==> src/rtl/rtpg_pkg.sv <==
// Package with shared types, codes and G.711 expansion functions.
package rtpg_pkg;
    localparam logic [1:0] ST_OK = 2'd0;
    localparam logic [1:0] ST_SHORT = 2'd1;
    localparam logic [1:0] ST_VERSION = 2'd2;
    localparam logic [1:0] ST_TYPE = 2'd3;
    localparam logic [1:0] CFG_PT = 2'd0;
    localparam logic [1:0] CFG_LAW = 2'd1;
    localparam logic [1:0] CFG_CLK = 2'd2;

    typedef struct packed {
        logic [7:0]  data;
        logic        last;
        logic        sample;
        logic        law;
        logic [1:0]  status;
        logic [15:0] seq;
        logic [31:0] ts;
    } t_job;

    function automatic logic [15:0] expand_mu(input logic [7:0] b);
        logic [7:0] u;
        logic [2:0] ex;
        logic [15:0] mag;
        u = ~b;
        ex = u[6:4];
        mag = (({9'd0, u[3:0], 3'd0} + 16'h84) << ex) - 16'h84;
        return u[7] ? (~mag + 16'd1) : mag;
    endfunction

    function automatic logic [15:0] expand_a(input logic [7:0] b);
        logic [7:0] v;
        logic [2:0] seg;
        logic [15:0] mag;
        v = b ^ 8'h55;
        seg = v[6:4];
        mag = {8'd0, v[3:0], 4'd0};
        if (seg == 3'd0) begin
            mag = mag + 16'd8;
        end else begin
            mag = (mag + 16'h108) << (seg - 3'd1);
        end
        return v[7] ? mag : (~mag + 16'd1);
    endfunction
endpackage

==> src/rtl/rtpg_front.sv <==
// Front end: header parsing, packet classification and job issue.
module rtpg_front import rtpg_pkg::*; #(
    parameter int MAX_PACKET_BYTES = 2048
) (
    input  logic       i_clk,
    input  logic       i_rst_n,
    input  logic       i_valid,
    input  logic [7:0] i_byte,
    input  logic       i_last,
    input  logic [6:0] i_pt,
    input  logic       i_law,
    input  logic       i_full,
    output logic       o_ready,
    output logic       o_push,
    output t_job       o_job
);
    logic [15:0] r_pos;
    logic [6:0]  r_hlen;
    logic        r_vbad, r_tbad;
    logic [15:0] r_seq;
    logic [31:0] r_ts;
    logic        vbad, tbad, smp, acc;
    logic [6:0]  hlen;
    logic [15:0] cnt;
    logic [1:0]  st;

    assign o_ready = !i_full;
    assign acc = i_valid && o_ready;
    always_comb begin
        vbad = r_vbad;
        tbad = r_tbad;
        hlen = r_hlen;
        if (r_pos == 16'd0) begin
            vbad = i_byte[7:6] != 2'd2;
            hlen = 7'd12 + {1'b0, i_byte[3:0], 2'd0};
        end else if (r_pos == 16'd1) begin
            tbad = i_byte[6:0] != i_pt;
        end
        smp = !vbad && !tbad && r_pos >= {9'd0, hlen}
              && 32'(r_pos) < 32'(MAX_PACKET_BYTES);
        cnt = (r_pos != 16'hFFFF) ? r_pos + 16'd1 : r_pos;
        if (cnt < 16'd12) st = ST_SHORT;
        else if (vbad) st = ST_VERSION;
        else if (cnt < {9'd0, hlen}) st = ST_SHORT;
        else if (tbad) st = ST_TYPE;
        else st = ST_OK;
    end
    assign o_push = acc && (smp || i_last);
    assign o_job = '{data: i_byte, last: i_last, sample: smp, law: i_law, status: st,
                     seq: r_seq, ts: r_ts};

    always_ff @(posedge i_clk) begin
        if (!i_rst_n) begin
            r_pos <= '0; r_hlen <= 7'd12; r_vbad <= 1'b0; r_tbad <= 1'b0;
            r_seq <= '0; r_ts <= '0;
        end else if (acc) begin
            if (r_pos == 16'd2 || r_pos == 16'd3) r_seq <= {r_seq[7:0], i_byte};
            if (r_pos >= 16'd4 && r_pos <= 16'd7) r_ts <= {r_ts[23:0], i_byte};
            if (i_last) begin
                r_pos <= '0; r_hlen <= 7'd12; r_vbad <= 1'b0; r_tbad <= 1'b0;
            end else begin
                r_pos <= cnt; r_hlen <= hlen; r_vbad <= vbad; r_tbad <= tbad;
            end
        end
    end
endmodule

==> config.mk <==
export PLATFORM = sky130hd
export DESIGN_NAME = rtpg_front
export DESIGN_NICKNAME = d
export VERILOG_FILES = /design/src/rtl/rtpg_pkg.sv /design/src/rtl/rtpg_front.sv
export SDC_FILE = /design/constraint.sdc
export NUM_CORES = 1
export LEC_CHECK = 0
export BUFFER_PORTS_ARGS = -buffer_cell sky130_fd_sc_hd__buf_4
export CAP_MARGIN = 0
export CORE_ASPECT_RATIO = 0.5
export CORE_UTILIZATION = 60
export DETAILED_ROUTE_END_ITERATION = 10
export PLACE_DENSITY = 0.93
export SLEW_MARGIN = 20
export SYNTH_ARGS = -nofsm -noshare
export SYNTH_HDL_FRONTEND = slang
export SYNTH_SLANG_ARGS = --single-unit
==> constraint.sdc <==
create_clock -name i_clk -period 5.5 [get_ports i_clk]
set_input_delay 0.55 -clock i_clk [delete_from_list [all_inputs] [get_ports i_clk]]
set_output_delay 0.55 -clock i_clk [all_outputs]
set_load 0.01 [all_outputs]
==> impl_metrics.env <==
export IMPL_peakVddDrop_uv=199
export IMPL_fin_setup_tns_ns=0
export IMPL_syn_area_per_cell_um2=8.03
export IMPL_powerDensity_nw_per_um2=239
export IMPL_rows=20
export IMPL_synth_area_leaders="dfxtp_1 (35%), nand2_1 (10%), a21boi_0 (8.9%)"
export IMPL_ys_flop_type="dfxtp_1"
export IMPL_end_kind="output port"
export IMPL_setup_viol=0
export IMPL_antenna_left=0
export IMPL_synth_top_area_share_pct=35.4
export IMPL_start_util_pct=64.9
export IMPL_post_dp_cell_area_um2=4630
export IMPL_crit_slowest_cell="or4_1"
export IMPL_dieArea_um2=7240
export IMPL_cts_buffers=9
export IMPL_clock_latency_ns=0.34
export IMPL_grt_usage_pct=29.5
export IMPL_worstPathArrival_ns=3.95
export IMPL_finalCritPeriodShare_pct=81.8
export IMPL_max_stage_delay_ns=0.71
export IMPL_syn_cell_area_um2=4130
export IMPL_fmax_mhz=222
export IMPL_vias_per_cell=5.85
export IMPL_clkTransAtPathRegs_ns=0.06
export IMPL_crit_buf_inv=1
export IMPL_ys_warn_count=0
export IMPL_clock_skew_ns=0.00620
export IMPL_area_growth_pct=18.8
export IMPL_cts_tree="done"
export IMPL_coreArea_um2=6360
export IMPL_rrSetupSlack_ns=2.84
export IMPL_clock_sinks=73
export IMPL_worst_slew_pin_slew_ns=1.03
export IMPL_maxSlewViolCount=0
export IMPL_dr_first_iter_drc_count=322
export IMPL_synthArstFlopShare_pct=0
export IMPL_antenna_found_initial=0
export IMPL_dr_pass1_iters=6
export IMPL_cts_root_buffer="clkbuf_16"
export IMPL_yosysTopAreaCell="dfxtp_1"
export IMPL_ys_ff_latch=73
export IMPL_drive_above_1_share_pct=20.7
export IMPL_synth_cell_types=62
export IMPL_hold_viol=0
export IMPL_ys_seq_area_share_pct=35.4
export IMPL_critical_path_class="flop to output port"
export IMPL_gp_congestion=0.930
export IMPL_grt_max_degree=73
export IMPL_dpl_hpwl_mm=7.04
export IMPL_path_cells="ha_1 -> nand3_1 -> or4_1 -> nand2_1 -> xnor2_1 -> ha_1 -> a21o_1 -> a21oi_1 -> nand2_1 -> o221a_1 -> o21ai_1 -> buf_4"
export IMPL_cts_max_level=3
export IMPL_min_path_type="flop to flop"
export IMPL_num_vias=3826
export IMPL_wl_per_cell_um=15.9
export IMPL_grt_pass1_wl_mm=16.6
export IMPL_die_w_um=119
export IMPL_crit_required_ns=4.95
export IMPL_final_design_area_no_fill_um2=4900
export IMPL_holdBufCountCts=0
export IMPL_remaining_drc_errors=0
export IMPL_ioPinCount=84
export IMPL_grt_pass1_vias=3589
export IMPL_timing_hold_ws_ns=0.433
export IMPL_cts_resized=0
export IMPL_syn_inst=514
export IMPL_outcome="finished, final reports clean"
export IMPL_clock_path_buffers=2
export IMPL_synth_net_count=551
export IMPL_chipHeight_um=60.7
export IMPL_drv_cap=0
export IMPL_relSlewSlack_pct=31.2
export IMPL_grt_overflow=0
export IMPL_path_max_fanout=12
export IMPL_diodes=0
export IMPL_nets=598
export IMPL_drt_total_wl_mm=10.4
export IMPL_crit_path_start_kind="flop"
export IMPL_port_buffers=81
export IMPL_rsz0062_at_grt="no"
export IMPL_post_cts_buffers=0
export IMPL_nFillCells=458
export IMPL_fin_crit_ns=4.50
export IMPL_synth_edff_count=0
export IMPL_leakagePower_nw=1.96
export IMPL_crit_family="simple AND/OR/NAND/NOR gates"
-- routing by layer --
metal | routed length (um) | track usage (%)
met4 | 198 | 13.8
met2 | 5030 | 53.4
met3 | 757 | 7.71
met5 | 0 | 0
met1 | 4440 | 34.0
-- synthesized netlist by cell type (2+ instances only) --
| library cell | count |
|---|---|
| o22ai_1 | 2 |
| o21a_1 | 5 |
| nor2_1 | 24 |
| buf_2 | 6 |
| a21boi_1 | 3 |
| a31oi_1 | 4 |
| inv_1 | 16 |
| dfxtp_1 | 73 |
| o211a_1 | 3 |
| nor4_2 | 2 |
| mux2i_1 | 2 |
| nand2_1 | 114 |
| or3_1 | 8 |
| and3_1 | 3 |
| nor4_4 | 2 |
| o41a_1 | 2 |
| nor3_1 | 10 |
| a22oi_1 | 6 |
| nand4_1 | 5 |
| nand2b_1 | 4 |
| a21o_1 | 2 |
| xor2_1 | 7 |
| or4_1 | 2 |
| mux2_2 | 2 |
| o21ai_1 | 2 |
| o21ai_0 | 12 |
| a21oi_1 | 19 |
| a21boi_0 | 49 |
| nor4_1 | 5 |
| and2_1 | 3 |
| clkbuf_1 | 26 |
| nand4_2 | 4 |
| buf_4 | 14 |
| o221a_2 | 2 |
| nand3_1 | 9 |
| nor2b_1 | 12 |
| xnor2_1 | 10 |
| ha_1 | 16 |
-- layout make-up --
type	count	area (um2)	share of cell area [%]
clock inverters	6	50.0	1.02
clock buffers	10	229	4.67
flip-flops and latches	73	1460	29.8
well taps	88	110	2.24
repair buffers	84	631	12.9
multi-input cells	377	2360	48.2
inverters	16	60.1	1.22
-- worst register-to-register path, cell delays in order, from the launching register on --
cell     delay [ns]
dfxtp_1        0.54
ha_1           0.38
nand3_1        0.27
or4_1          0.71
nand3_1        0.20
xnor2_1        0.15
o22ai_1        0.10
and2_1         0.19
-- stage by stage --
stage | worst slack (ns) | power (mW) | std cells | utilization (%)
floorplan | 1.89 | 0.604 | 514 | -
global placement | 1.61 | 0.632 | 638 | 72.8
detailed placement | 1.46 | 0.633 | 638 | 72.8
CTS | 1.09 | 1.18 | 654 | 77.2
global route | 0.855 | 1.20 | 654 | 77.2
finish | 1.00 | 1.17 | 654 | 77.2
-- power by group --
part / switching, mW / total, mW / internal [mW]
registers: 0.00205 / 0.533 / 0.531
clock network: 0.238 / 0.549 / 0.311
logic: 0.0500 / 0.0900 / 0.0400
total: 0.290 / 1.17 / 0.881
-- cells by family (layout without fill, tap and decap cells) --
| family | after synthesis | in the layout | share of synthesized area, % |
|---|---|---|---|
| xor+xnor | 17 | 17 | 3.61 |
| compound gates | 124 | 124 | 21.5 |
| mux | 5 | 5 | 1.39 |
| simple gates | 214 | 214 | 25.5 |
| fa+ha+maj | 17 | 17 | 5.09 |
| buf+inv | 64 | 116 | 7.46 |
| flops | 73 | 73 | 35.4 |
-- sequential cells by signal (all words and copies together), names as in the netlist --
name and flops:
r_hlen 7, r_pos 16, r_tbad 1, r_vbad 1, r_seq 16, r_ts 32
-- cells in the final DEF (no fill, tap or decap), types with 3 or more instances in the layout --
cell type  netlist  layout
nor4_1           5       5
and2_1           3       3
nor3_1          10       9
inv_1           16      16
nand4_1          5       5
ha_1            16      16
xnor2_1         10      10
nand2b_1         4       4
buf_4           14      84
nand4_2          4       4
a21boi_0        49      49
xor2_1           7       7
nor2_1          24      24
inv_6            0       3
a31oi_1          4       4
o21ai_0         12      12
or3_1            8       8
a21oi_1         19      19
a21boi_1         3       3
a22oi_1          6       6
nand2_1        114     114
o21a_1           5       5
o211a_1          3       3
nand3_1          9       9
dfxtp_1         73      73
nor2b_1         12      12
and3_1           3       3
clkbuf_16        0       9
-- final timing paths --
path | startpoint | end | depth (start not counted)
max | r_pos[0] | o_job[48] | 12
min | r_hlen[1] | r_hlen[1] | 2
max reg2reg | r_pos[0] | r_pos[9] | 7
min reg2reg | r_hlen[1] | r_hlen[1] | 2
Note: power is estimated with default switching activity, not from simulation.
