<file path="src/rtl/rtpg_pkg.sv">
// Package with shared types, codes and G.711 expansion functions.
package rtpg_pkg;
    localparam logic [1:0] ST_OK = 2'd0;
    localparam logic [1:0] ST_SHORT = 2'd1;
    localparam logic [1:0] ST_VERSION = 2'd2;
    localparam logic [1:0] ST_TYPE = 2'd3;
    localparam logic [1:0] CFG_PT = 2'd0;
    localparam logic [1:0] CFG_LAW = 2'd1;
    localparam logic [1:0] CFG_CLK = 2'd2;

    typedef struct packed {
        logic [7:0]  data;
        logic        last;
        logic        sample;
        logic        law;
        logic [1:0]  status;
        logic [15:0] seq;
        logic [31:0] ts;
    } t_job;

    function automatic logic [15:0] expand_mu(input logic [7:0] b);
        logic [7:0] u;
        logic [2:0] ex;
        logic [15:0] mag;
        u = ~b;
        ex = u[6:4];
        mag = (({9'd0, u[3:0], 3'd0} + 16'h84) << ex) - 16'h84;
        return u[7] ? (~mag + 16'd1) : mag;
    endfunction

    function automatic logic [15:0] expand_a(input logic [7:0] b);
        logic [7:0] v;
        logic [2:0] seg;
        logic [15:0] mag;
        v = b ^ 8'h55;
        seg = v[6:4];
        mag = {8'd0, v[3:0], 4'd0};
        if (seg == 3'd0) begin
            mag = mag + 16'd8;
        end else begin
            mag = (mag + 16'h108) << (seg - 3'd1);
        end
        return v[7] ? mag : (~mag + 16'd1);
    endfunction
endpackage

</file>
<file path="src/rtl/rtpg_divider.sv">
// Restoring divider, one quotient bit per cycle.
module rtpg_divider (
    input  logic        i_clk,
    input  logic        i_rst_n,
    input  logic        i_start,
    input  logic [63:0] i_num,
    input  logic [31:0] i_den,
    output logic        o_busy,
    output logic [63:0] o_quot
);
    logic [63:0] r_q;
    logic [32:0] r_rem;
    logic [31:0] r_den;
    logic [6:0]  r_cnt;
    logic [32:0] n_rem;
    logic [32:0] trial;

    assign o_busy = r_cnt != 7'd0;
    assign o_quot = r_q;
    always_comb begin
        n_rem = {r_rem[31:0], r_q[63]};
        trial = n_rem - {1'b0, r_den};
    end
    always_ff @(posedge i_clk) begin
        if (!i_rst_n) begin
            r_cnt <= '0;
        end else if (i_start) begin
            r_q <= i_num; r_rem <= '0; r_den <= i_den; r_cnt <= 7'd64;
        end else if (o_busy) begin
            r_cnt <= r_cnt - 7'd1;
            if (!trial[32]) begin
                r_rem <= trial; r_q <= {r_q[62:0], 1'b1};
            end else begin
                r_rem <= n_rem; r_q <= {r_q[62:0], 1'b0};
            end
        end
    end
endmodule

</file>
<file path="src/rtl/rtpg_back.sv">
// Back end: sample expansion, statistics update and result register.
module rtpg_back import rtpg_pkg::*; #(
    parameter int JITTER_FRACTION_BITS = 8
) (
    input  logic        i_clk,
    input  logic        i_rst_n,
    input  logic        i_empty,
    input  t_job        i_job,
    input  logic [17:0] i_clk_rate,
    output logic        o_pop,
    output logic        o_valid,
    input  logic        i_ready,
    output logic [15:0] o_pcm,
    output logic        o_sample_valid,
    output logic        o_done,
    output logic [1:0]  o_status,
    output logic [31:0] o_recv,
    output logic [31:0] o_lost,
    output logic [14:0] o_pct,
    output logic [31:0] o_jit
);
    typedef enum logic [4:0] {
        S_IDLE = 5'b00001, S_JDIV = 5'b00010, S_JMUL = 5'b00100,
        S_PDIV = 5'b01000, S_OUT = 5'b10000
    } t_state;
    t_state r_state;
    logic        r_prev_ok;
    logic [15:0] r_pseq;
    logic [31:0] r_pts, r_acc, r_lost, r_jit, r_diff;
    logic [1:0]  r_st;
    logic        r_upd;
    logic        dv_start, dv_busy;
    logic [63:0] dv_num, dv_q;
    logic [31:0] dv_den, mag;
    logic [63:0] nj;
    logic [31:0] total;
    logic [15:0] gap;

    rtpg_divider u_div (
        .i_clk, .i_rst_n, .i_start(dv_start), .i_num(dv_num), .i_den(dv_den),
        .o_busy(dv_busy), .o_quot(dv_q)
    );

    assign total = r_acc + r_lost;
    assign mag = r_diff[31] ? (~r_diff + 32'd1) : r_diff;
    assign nj = 64'(r_jit) * 64'd15 + dv_q;
    assign gap = i_job.seq - (r_pseq + 16'd1);
    assign o_pop = !i_empty && r_state == S_IDLE && (!o_valid || i_ready);

    always_comb begin
        dv_start = 1'b0;
        dv_num = 64'(mag) * 64'(1000 * (2 ** JITTER_FRACTION_BITS));
        dv_den = (i_clk_rate == 18'd0) ? 32'd1 : 32'(i_clk_rate);
        case (r_state)
            S_JMUL: begin
                dv_start = 1'b1;
            end
            S_PDIV: begin
                dv_num = 64'(r_lost) * 64'd25600;
                dv_den = total;
                dv_start = !r_upd;
            end
            default: begin
            end
        endcase
    end

    always_ff @(posedge i_clk) begin
        if (!i_rst_n) begin
            r_state <= S_IDLE; o_valid <= 1'b0; r_prev_ok <= 1'b0;
            r_pseq <= '0; r_pts <= '0; r_acc <= '0; r_lost <= '0; r_jit <= '0;
            r_upd <= 1'b0;
        end else begin
            case (r_state)
                S_IDLE: begin
                    if (o_pop) begin
                        o_pcm <= i_job.sample ? (i_job.law ? expand_a(i_job.data)
                                                           : expand_mu(i_job.data)) : 16'd0;
                        o_sample_valid <= i_job.sample;
                        o_done <= i_job.last;
                        r_st <= i_job.status;
                        o_status <= '0; o_recv <= '0; o_lost <= '0; o_pct <= '0; o_jit <= '0;
                        o_valid <= !i_job.last;
                        if (!i_job.last) begin
                        end else if (i_job.status == ST_OK) begin
                            r_acc <= r_acc + 32'd1;
                            r_pseq <= i_job.seq; r_pts <= i_job.ts; r_prev_ok <= 1'b1;
                            if (r_prev_ok) begin
                                r_lost <= r_lost + {16'd0, gap};
                                r_diff <= i_job.ts - r_pts;
                                r_state <= S_JMUL;
                            end else begin
                                r_state <= S_PDIV; r_upd <= 1'b0;
                            end
                        end else begin
                            r_state <= S_PDIV; r_upd <= 1'b0;
                        end
                    end else if (i_ready) begin
                        o_valid <= 1'b0;
                    end
                end
                S_JMUL: r_state <= S_JDIV;
                S_JDIV: if (!dv_busy) begin
                    r_jit <= (nj[63:4] > 60'hFFFFFFFF) ? 32'hFFFFFFFF : nj[35:4];
                    r_state <= S_PDIV; r_upd <= 1'b0;
                end
                S_PDIV: begin
                    if (total == 32'd0) begin
                        o_pct <= '0; r_state <= S_OUT;
                    end else if (!r_upd) begin
                        r_upd <= 1'b1;
                    end else if (!dv_busy) begin
                        o_pct <= (dv_q > 64'd25600) ? 15'd25600 : dv_q[14:0];
                        r_state <= S_OUT;
                    end
                end
                S_OUT: begin
                    o_status <= r_st; o_recv <= r_acc; o_lost <= r_lost; o_jit <= r_jit;
                    o_valid <= 1'b1; r_state <= S_IDLE;
                end
                default: r_state <= S_IDLE;
            endcase
        end
    end
endmodule

</file>
<file path="config.mk">
export PLATFORM = sky130hd
export DESIGN_NAME = rtpg_back
export DESIGN_NICKNAME = d
export VERILOG_FILES = /design/src/rtl/rtpg_pkg.sv /design/src/rtl/rtpg_divider.sv /design/src/rtl/rtpg_back.sv
export SDC_FILE = /design/constraint.sdc
export NUM_CORES = 2
export LEC_CHECK = 0
export ABC_AREA = 1
export BUFFER_PORTS_ARGS = -buffer_cell sky130_fd_sc_hd__buf_2
export CAP_MARGIN = 20
export CORE_ASPECT_RATIO = 0.5
export CORE_MARGIN = 1.5
export CORE_UTILIZATION = 55
export DETAILED_ROUTE_END_ITERATION = 6
export PLACE_DENSITY = 0.73
export SYNTH_ARGS = -nofsm -noshare
export SYNTH_HDL_FRONTEND = slang
export SYNTH_SLANG_ARGS = --single-unit
</file>
<file path="constraint.sdc">
create_clock -name i_clk -period 8.5 [get_ports i_clk]
set_clock_uncertainty 0.05 [all_clocks]
set_input_delay 0.425 -clock i_clk [delete_from_list [all_inputs] [get_ports i_clk]]
set_output_delay 0.425 -clock i_clk [all_outputs]
set_load 0.02 [all_outputs]
</file>
==> qor.csv <==
stage,metric,value,unit
routing,viasPerCell,5.51,
cells_and_area,nNetsFinal,6851,
sta,slew_headroom,22.8,%
hold_path,hold_class,in2reg,
power_and_ir_drop,internal_power,0.00503,W
global_route,grt_max_degree,95,
clocking,clk_latency,0.62,ns
outcome,status,"complete, but fails checks",
setup_path,r2r-start,r_diff[0]$_DFFE_PP_,
routing,drcViolationCount,12,
cells_and_area,final_common_cell,inv_1,
synthesis,synth_edf_count,291,
sta,fin_ws,1.40,ns
sta,tns,0,ns
routing,antenna_left,0,
cells_and_area,fill_cells,7308,
synthesis,ys_async_sr_fraction,0,%
synthesis,yosysSeqAreaShare,27.4,%
clocking,clock-sinks,450,
clocking,cts_inserted_buffers,44,
clocking,cts_root_buffer,clkbuf_16,
setup_path,cp-start-kind,flop,
sta,rsz0062_at_grt,false,
setup_path,critPathBufInv,3,
clocking,htreeDepth,2,
power_and_ir_drop,p_switching,0.00346,W
synthesis,syn_area_per_cell,7.26,um^2
sta,tightestPinTransition,1.15,ns
clocking,clkTransAtPathRegs,0.07,ns
synthesis,netlist.area_leader.share,20.1,%
outcome,violations,design-rule violations,
sta,post-route-period-util,83.5,%
cells_and_area,finalNonFillerCells,7256,
floorplan,die-area,80900,um^2
routing,wirelength,138000,um
place,port_buffers,213,
floorplan,die_w,401,um
routing,wl_per_cell,19.0,um
cells_and_area,drive_above_1_share,6.87,%
clocking,cts.path.max_buffers,3,
floorplan,row_count,72,
cells_and_area,multi_input_area,26400,um^2
power_and_ir_drop,switching_share,40.8,%
setup_path,critical-path-top-cell-by-count,nand2_1,
synthesis,syn_inst,5990,
sta,setup_viol,0,
setup_path,reg2reg_slack,1.40,ns
global_route,grt_antenna_before_repair,11,
routing,dr.pass1.iters,7,
clocking,cts_tree,built,
global_route,grt_usage,33.8,%
synthesis,synth_flop_cell,edfxtp_1,
synthesis,synth_area,43500,um^2
global_route,grt_pass1_vias,38338,
place,gp_congestion,0.992,
global_route,grt-ovfl-total,0,
floorplan,fp.dieH,202,um
sta,drv_slew,0,
cells_and_area,final_util,60.8,%
cells_and_area,areaGrowthSynthToFinish,8.64,%
cells_and_area,final_cell_mix,"inv_1, nand2_1, nor2_1",
place,dp_hpwl,114000,um
synthesis,ys_seq_elements,450,
synthesis,yosysTopAreaCell,edfxtp_1,
place,dp_cells,7164,
synthesis,yosysUniqueCellTypes,65,
sta,hold_viol,0,
setup_path,slowest_delay,0.58,ns
power_and_ir_drop,peakVddDrop,143,uV
routing,num_vias,39989,
floorplan,initial_utilization,55.9,%
setup_path,cp.required,8.83,ns
power_and_ir_drop,power.total,0.00849,W
setup_path,crit_fanout,6,
global_route,grt_first_pass_wirelength,214000,um
hold_path,min_from,i_job[47],
flow_run,drv_cap,0,
power_and_ir_drop,p_clk_share,24.9,%
power_and_ir_drop,cellPowerDensity,180,nW/um^2
setup_path,crit_start,r_diff[0]$_DFFE_PP_,
clocking,post_cts_buffers,0,
setup_path,end_kind,flop,
synthesis,synth_warnings,0,
setup_path,path_class,reg2reg,
setup_path,path_delay_family,adder cells,
setup_path,critical_path_arrival,7.43,ns
place,post-place-ws,1.46,ns
floorplan,io-pin-count,216,
sta,fmax,0.141,GHz
cells_and_area,seqCellArea,11900,um^2
power_and_ir_drop,seq_power_share,37.6,%
routing,drt_iter0_markers,3530,
floorplan,core,77700,um^2
power_and_ir_drop,cellLeakagePower,23.3,nW
setup_path,critPathSlowestCell,xor2_1,
sta,layout_min_cycle_time,7.10,ns
synthesis,synthTopCellsByArea,"edfxtp_1, inv_1, fa_1",
power_and_ir_drop,power_frac_comb,37.5,%
==> cells in the mapped netlist, types with 7 or more instances <==
master and count:
a21boi_0 16, a21o_1 29, a21oi_1 461, a31oi_1 45, and2_1 8, buf_1 8, buf_2 11, clkbuf_1 74
dfxtp_1 159, edfxtp_1 291, fa_1 230, ha_1 357, inv_1 1269, inv_2 7, nand2_1 1173, nand3_1 267
nand3_2 17, nand3b_1 14, nand4_1 54, nor2_1 645, nor2_2 12, nor2_4 7, nor3_1 86, nor4_1 38
o211ai_1 11, o21a_1 22, o21ai_0 355, o21ai_1 7, o21bai_1 31, or2_2 25, xnor2_1 52, xor2_1 126
==> power by group through the flow <==
stage | clock network, W | logic [W] | registers [W]
2_1_floorplan | 0 | 0.00212 | 0.00326
3_3_place_gp | 0 | 0.00303 | 0.00321
3_5_place_dp | 0 | 0.00309 | 0.00322
4_1_cts | 0.00214 | 0.00311 | 0.00317
5_1_grt | 0.00222 | 0.00354 | 0.00322
6_report | 0.00211 | 0.00319 | 0.00319
==> metal layers <==
layer / part of all wire (%) / global-route usage, % / routed length (um) / up-vias
li1: - / - / - / 19528
met1: 46 / 49.1 / 64000 / 18886
met2: 43 / 52.6 / 59300 / 1370
met3: 8.3 / 5.47 / 11400 / 197
met4: 2.4 / 8.66 / 3380 / 8
met5: 0.033 / 0 / 45 / -
==> logic make-up (layout without fill, tap and decap cells) <==
| logic type | Yosys count | count (layout) | synth area share [%] |
|---|---|---|---|
| other | 1 | 5 | 0.00862 |
| buffers and inverters | 1380 | 1606 | 12.1 |
| and+or+nand+nor | 2378 | 2378 | 23.3 |
| DFF | 450 | 450 | 27.4 |
| adders and majority gates | 587 | 587 | 20.9 |
| AOI/OAI and AO/OA | 1015 | 1015 | 12.7 |
| xor gates and xnor gates | 179 | 179 | 3.65 |
==> layout make-up <==
| type | count | area share (%) |
|---|---|---|
| antenna | 3 | 0.0159 |
| clock inverter | 28 | 0.561 |
| tap | 1036 | 2.74 |
| inverter | 1277 | 10.1 |
| sequential | 450 | 25.2 |
| clock buffer | 54 | 2.63 |
| multi-input combinational | 4161 | 55.8 |
| timing repair buffer | 247 | 2.88 |
==> flip-flops by register name (all words and copies together) (netlist names), 5 cells and up <==
name and cells:
r_lost 32, u_div.r_cnt 7, o_recv 32, u_div.r_rem 32, r_diff 32, r_pts 32, r_state 5, o_lost 32
o_pct 15, o_jit 32, u_div.o_quot 64, r_pseq 16, r_acc 32, o_pcm 14, r_jit 32, u_div.r_den 32
==> path summary, 6_finish.rpt <==
kind | depth (start not counted) | endpoint
worst max-delay path | 29 | u_div.o_quot[45]$_DFFE_PP_
worst min-delay path | 3 | r_pseq[15]$_SDFFE_PN0P_
worst max register to register | 29 | u_div.o_quot[45]$_DFFE_PP_
worst min register to register | 2 | r_pts[18]$_SDFFE_PN0P_
==> metrics by stage <==
stage	hold WS, ns	area (um^2)
floorplan	0.383	43500
global placement	0.393	45600
detailed placement	0.401	45600
CTS	0.0206	47200
global route	0.0550	47200
finish	0.0390	47300
==> timing repair <==
action | CTS | global route
resized for setup | 0 | 0
hold buffers | 4 | 0
hold endpoints to repair | 4 | 0
==> worst reg2reg max path: cells and delay by family (launching register included) <==
kind | cells | cell delay, ns
AND/OR/NAND/NOR | 15 | 1.95
flip-flops | 1 | 0.53
XOR/XNOR | 1 | 0.58
buffers and inverters | 3 | 0.25
AO/OA/AOI/OAI | 5 | 1.04
adder cells (fa/ha/maj) | 5 | 2.48
(Power assumes the default switching activity.)
